## src/design/assert_macros.svh

```systemverilog
// Assertion helpers shared by the RTL. Define ASSERT_OFF to compile them out.
`ifndef ASSERT_MACROS_SVH
`define ASSERT_MACROS_SVH
`ifndef ASSERT_OFF
// Same-cycle implication
`define ASSERT_IMPL(lbl, clk, rstn, ante, cons) \
  lbl: assert property (@(posedge clk) disable iff (!rstn) (ante) |-> (cons)) \
    else $error("assertion failed");
// Next-cycle implication
`define ASSERT_NEXT(lbl, clk, rstn, ante, cons) \
  lbl: assert property (@(posedge clk) disable iff (!rstn) (ante) |=> (cons)) \
    else $error("assertion failed");
`else
`define ASSERT_IMPL(lbl, clk, rstn, ante, cons)
`define ASSERT_NEXT(lbl, clk, rstn, ante, cons)
`endif
`endif

```

## src/design/bsm_pkg.sv

```systemverilog
// ----------------------------------------------------------------------------
// bsm_pkg
// Constants, types and small tables of the 3x3 RGB box smoothing unit.
// ----------------------------------------------------------------------------
package bsm_pkg;

  localparam int MAX_SIDE  = 1024;
  localparam int COL_W     = $clog2(MAX_SIDE);
  localparam int BANK_W    = 2;
  localparam int ADDR_W    = BANK_W + COL_W;
  localparam int RAM_DEPTH = 3 * MAX_SIDE;
  localparam int SIDE_W    = 11;
  localparam int CH_W      = 16;
  localparam int PIX_W     = 3 * CH_W;
  localparam int SUM_W     = 20;
  localparam int N_W       = 4;
  localparam int TAP_W     = 4;
  localparam int NUM_TAPS  = 9;
  localparam int NUM_TGT   = 4;
  localparam int TGT_W     = 3;

  // Reciprocals of the window counts, exact for any sum below 2**21
  localparam int RCP_W  = 21;
  localparam int PROD_W = SUM_W + RCP_W;
  localparam int SHF_W  = 5;
  localparam int RCP_SH = 20;
  localparam logic [RCP_W-1:0] RCP_ONE = RCP_W'(1 << RCP_SH);
  localparam logic [RCP_W-1:0] RCP_3   = RCP_W'(699051);
  localparam logic [RCP_W-1:0] RCP_9   = RCP_W'(932068);

  localparam logic [SIDE_W-1:0] SIDE_RST = SIDE_W'(512);

  typedef struct packed {
    logic              accept;
    logic              tgt_start;
    logic [1:0]        tgt_sel;
    logic              tap_vld;
    logic [TAP_W-1:0]  tap;
    logic              div_start;
    logic              out_load;
  } bsm_cmd_t;

  typedef struct packed {
    logic [NUM_TGT-1:0] tgt_en;
    logic               out_full;
  } bsm_sts_t;

  // Window row of a tap: 0 above, 1 centre, 2 below
  function automatic logic [1:0] tap_row(input logic [TAP_W-1:0] tap);
    logic [1:0] r;
    case (tap)
      4'd0, 4'd1, 4'd2: r = 2'd0;
      4'd3, 4'd4, 4'd5: r = 2'd1;
      default:          r = 2'd2;
    endcase
    return r;
  endfunction

  // Window column of a tap: 0 left, 1 centre, 2 right
  function automatic logic [1:0] tap_col(input logic [TAP_W-1:0] tap);
    logic [1:0] c;
    case (tap)
      4'd0, 4'd3, 4'd6: c = 2'd0;
      4'd1, 4'd4, 4'd7: c = 2'd1;
      default:          c = 2'd2;
    endcase
    return c;
  endfunction

  function automatic logic [BANK_W-1:0] bank_inc(input logic [BANK_W-1:0] b);
    return (b == 2'd2) ? 2'd0 : b + 2'd1;
  endfunction

  function automatic logic [BANK_W-1:0] bank_dec(input logic [BANK_W-1:0] b);
    return (b == 2'd0) ? 2'd2 : b - 2'd1;
  endfunction

endpackage

```

## src/design/bsm_ctrl.sv

```systemverilog
// ----------------------------------------------------------------------------
// bsm_ctrl
// Sequencer: walks the results of one pixel through taps, divide and output.
// ----------------------------------------------------------------------------
module bsm_ctrl import bsm_pkg::*; (
  input  logic     clk_i,
  input  logic     rst_ni,
  input  logic     in_valid_i,
  output logic     in_ready_o,
  input  logic     cfg_valid_i,
  output logic     cfg_ready_o,
  input  bsm_sts_t sts_i,
  output bsm_cmd_t cmd_o
);

  typedef enum logic [2:0] {
    S_IDLE, S_SEL, S_TAP, S_DRAIN, S_DSTART, S_OUT
  } state_e;

  state_e           state_q;
  logic [TGT_W-1:0] tgt_q;
  logic [TAP_W-1:0] tap_q;

  always_comb begin
    cfg_ready_o = (state_q == S_IDLE);
    in_ready_o  = (state_q == S_IDLE) && !cfg_valid_i;
    cmd_o = '0;
    cmd_o.accept    = in_valid_i && in_ready_o;
    cmd_o.tgt_sel   = tgt_q[1:0];
    cmd_o.tap       = tap_q;
    cmd_o.tgt_start = (state_q == S_SEL) && (tgt_q != TGT_W'(NUM_TGT)) &&
                      sts_i.tgt_en[tgt_q[1:0]];
    cmd_o.tap_vld   = (state_q == S_TAP);
    cmd_o.div_start = (state_q == S_DSTART);
    cmd_o.out_load  = (state_q == S_OUT) && !sts_i.out_full;
  end

  always_ff @(posedge clk_i or negedge rst_ni) begin
    if (!rst_ni) begin
      state_q <= S_IDLE;
      tgt_q   <= '0;
      tap_q   <= '0;
    end else begin
      unique case (state_q)
        S_IDLE: begin
          if (cmd_o.accept) begin
            tgt_q   <= '0;
            state_q <= S_SEL;
          end
        end
        S_SEL: begin
          if (tgt_q == TGT_W'(NUM_TGT)) begin
            state_q <= S_IDLE;
          end else if (sts_i.tgt_en[tgt_q[1:0]]) begin
            tap_q   <= '0;
            state_q <= S_TAP;
          end else begin
            tgt_q <= tgt_q + TGT_W'(1);
          end
        end
        S_TAP: begin
          if (tap_q == TAP_W'(NUM_TAPS - 1)) begin
            state_q <= S_DRAIN;
          end else begin
            tap_q <= tap_q + TAP_W'(1);
          end
        end
        S_DRAIN:  state_q <= S_DSTART;
        S_DSTART: state_q <= S_OUT;
        S_OUT: begin
          if (!sts_i.out_full) begin
            tgt_q   <= tgt_q + TGT_W'(1);
            state_q <= S_SEL;
          end
        end
        default: state_q <= S_IDLE;
      endcase
    end
  end

endmodule

```

## config.mk

```make
export PLATFORM = sky130hd
export DESIGN_NAME = bsm_ctrl
export DESIGN_NICKNAME = d
export VERILOG_FILES = /design/src/design/assert_macros.svh /design/src/design/bsm_pkg.sv /design/src/design/bsm_ctrl.sv
export SDC_FILE = /design/constraint.sdc
export NUM_CORES = 1
export LEC_CHECK = 0
export BUFFER_PORTS_ARGS = -buffer_cell sky130_fd_sc_hd__buf_2
export CAP_MARGIN = 5
export CORE_MARGIN = 5
export CORE_UTILIZATION = 53
export DETAILED_ROUTE_END_ITERATION = 10
export PLACE_DENSITY = 0.93
export SETUP_SLACK_MARGIN = 0.2
export SLEW_MARGIN = 20
export SYNTH_ARGS = -nofsm -noshare
export SYNTH_HDL_FRONTEND = slang
export SYNTH_SLANG_ARGS = --single-unit
```

## constraint.sdc

```tcl
create_clock -name clk_i -period 2.5 [get_ports clk_i]
set_input_delay 0.25 -clock clk_i [delete_from_list [all_inputs] [get_ports clk_i]]
set_output_delay 0.25 -clock clk_i [all_outputs]
set_load 0.01 [all_outputs]
```

==> results_dict.tcl <==
set metrics [dict create \
    path_class "reg -> out" \
    synth_area_um2 733 \
    synth_area_leaders "dfrtp_1, ha_1, a21oi_1" \
    core_region_area_mm2 0.00130 \
    maxSlewViolCount 0 \
    holdPathEnd "state_q[2]$_DFFE_PN0P_" \
    nFillCells 123 \
    p_per_area_mw_per_mm2 1220 \
    setup_viol 0 \
    fin_tns_setup_ns 0 \
    post_dp_cell_area_um2 826 \
    drt_first_pass_iters 4 \
    finalHoldViolCount 0 \
    worstHoldStart "sts_i[0]" \
    clockRootBuffer "clkbuf_4" \
    wl_per_cell_um 13.7 \
    rsz0062_at_grt "no" \
    synth_edf_count 0 \
    min_path_cells 3 \
    cts_tree "built" \
    hpwl_um 1260 \
    hp-class "in -> reg" \
    drive_gt1_share_pct 32.7 \
    min_period_over_period_pct 75.7 \
    clk_pin_slew_ns 0.06 \
    setup_ws_ns 0.608 \
    status "completed" \
    grt_usage_pct 16.0 \
    numCtsBuffers 3 \
    yosys_register_bits 10 \
    finalCoreUtilization_pct 66.0 \
    start_util_pct 56.3 \
    fmax_ghz 0.528 \
    ant_nets 0 \
    ir_drop_mv 0.675 \
    rr_endpoint "tgt_q[0]$_DFFE_PN0P_" \
    worst_slew_pin_slew_ns 0.429 \
    viasPerCell 5.68 \
    antenna_found_initial 0 \
    via_count 659 \
    h-tree-depth 1 \
    reg2reg_slack_ns 0.90 \
    grt_pass1_wl_um 2470 \
    cap_violations 0 \
    syn_avg_cell_area_um2 9.05 \
    boundaryPins 22 \
    final_cells 116 \
    crit_fanout 7 \
    die-area_mm2 0.00223 \
    cts_sinks 10 \
    skew_ns 0.00524 \
    die_x_um 47.2 \
    cts_buffer_depth 2 \
    power.internal_mw 0.554 \
    leakage_nw 0.408 \
    r2r-start "tgt_q[0]$_DFFE_PN0P_" \
    slew_headroom_pct 71.4 \
    grt_max_degree 17 \
    arrival_ns 1.64 \
    seq_area_frac_synth_pct 34.1 \
    pwr-share-clk_pct 10.4 \
    first_global_vias 574 \
    pwr-share-comb_pct 56.4 \
    fin_crit_ns 1.89 \
    gp_congestion 0.880 \
    synthArstFlopShare_pct 100 \
    reg2reg_depth 4 \
    port_buffers 21 \
    die_y_um 47.2 \
    dpl.cell_count 112 \
    cp-end-kind "output port" \
    num_antenna_cells 0 \
    cts_setup_buffers 0 \
    synth.largest_area_cell "dfrtp_1" \
    gr-total-overflow 0 \
    start_kind "flip-flop" \
    yosysUniqueCellTypes 33 \
    synth_top_area_share_pct 34.1 \
    p_sw_share_pct 46.9 \
    post_cts_resized 0 \
    worst_hold_slack_ns 0.296 \
    drc 0 \
    yosys_warnings 0 \
    rows 13 \
    fin_nets 116 \
    p_total_mw 1.04 \
    final_cell_area_um2 858 \
    synth_ff_type "dfrtp_1" \
    syn_to_final_growth_pct 17.1 \
    syn-num-nets 94 \
    dp_worst_setup_slack_ns 0.886 \
    p_sw_mw 0.490 \
    wl_um 1580 \
    cp.required_ns 2.25 \
    insertion_delay_ns 0.27 \
    synthCells 81 \
    sequentialPowerShare_pct 33.2 \
    first_iter_violations 13 \
]
[power groups by stage]
| stage | logic [mW] | registers, mW | clock network (mW) |
|---|---|---|---|
| finish | 0.589 | 0.347 | 0.109 |
| global placement | 0.566 | 0.344 | 0 |
| CTS | 0.595 | 0.346 | 0.115 |
| floorplan | 0.492 | 0.306 | 0 |
| detailed placement | 0.591 | 0.351 | 0 |
| global route | 0.652 | 0.367 | 0.121 |
[worst max-delay path, stage by stage, from the launching register on]
cell and delay, ns:
dfrtp_1 0.40, mux4_2 0.61, and3_2 0.23, buf_2 0.13
[layer usage]
metal	routed length, um	up-vias	global-route usage (%)
met1	669	306	19.4
li1	-	328	-
met3	98	5	3.45
met5	0	-	0
met2	784	20	26.6
met4	31	0	8.29
[final cells by class]
cell class | count | area, um2 | area share, %
multi-input cells | 60 | 429 | 50.0
flip-flops and latches | 10 | 250 | 29.2
repair buffers | 22 | 115 | 13.4
clock buffers | 3 | 22.5 | 2.62
inverters | 6 | 22.5 | 2.62
well taps | 15 | 18.8 | 2.19
[state kept, by name, indices dropped and copies added (netlist names)]
name	cells
state_q	3
tap_q	4
tgt_q	3
[synth_stat cells, types with 2 or more instances]
| cell type | instances |
|---|---|
| nand3b_1 | 3 |
| o22ai_1 | 2 |
| o21ai_0 | 2 |
| a21oi_2 | 2 |
| buf_4 | 3 |
| dfrtp_1 | 10 |
| a31oi_1 | 2 |
| nor3b_1 | 3 |
| inv_1 | 6 |
| nor2_1 | 5 |
| nand2b_1 | 5 |
| a21oi_1 | 7 |
| nand2_1 | 7 |
| nor4_1 | 2 |
| ha_1 | 4 |
[repair_timing]
item	CTS	global route
hold buffers	1	0
hold endpoints to repair	10	0
endpoints found under the setup margin	0	0
[cell usage in the layout (no fill, tap or decap), drive strengths merged, types with 2 or more instances in the layout]
cell    count
clkbuf      3
ha          4
o21ai       3
nand2b      6
a31oi       2
nor4        2
o22ai       2
dfrtp      10
nor2        5
nand2       7
a21oi       9
buf        21
nand3b      3
nor3b       4
inv         6
[how the worst max path moves through the flow]
stage	from	to
2_1_floorplan	state_q[0]$_DFFE_PN0P_	tap_q[3]$_DFFE_PN0P_
3_3_place_gp	tgt_q[0]$_DFFE_PN0P_	cmd_o[9]
3_5_place_dp	tgt_q[0]$_DFFE_PN0P_	cmd_o[9]
4_1_cts	tgt_q[0]$_DFFE_PN0P_	cmd_o[9]
5_1_grt	tgt_q[0]$_DFFE_PN0P_	cmd_o[9]
6_report	tgt_q[0]$_DFFE_PN0P_	cmd_o[9]
[cells by family after synthesis]
logic type | synth area share, %
simple gates | 25.9
compound gates | 21.5
buf+inv | 7.34
flops | 34.1
fa+ha+maj | 6.83
xor+xnor | 1.19
mux | 3.07
Note: power is estimated with default switching activity, not from simulation.
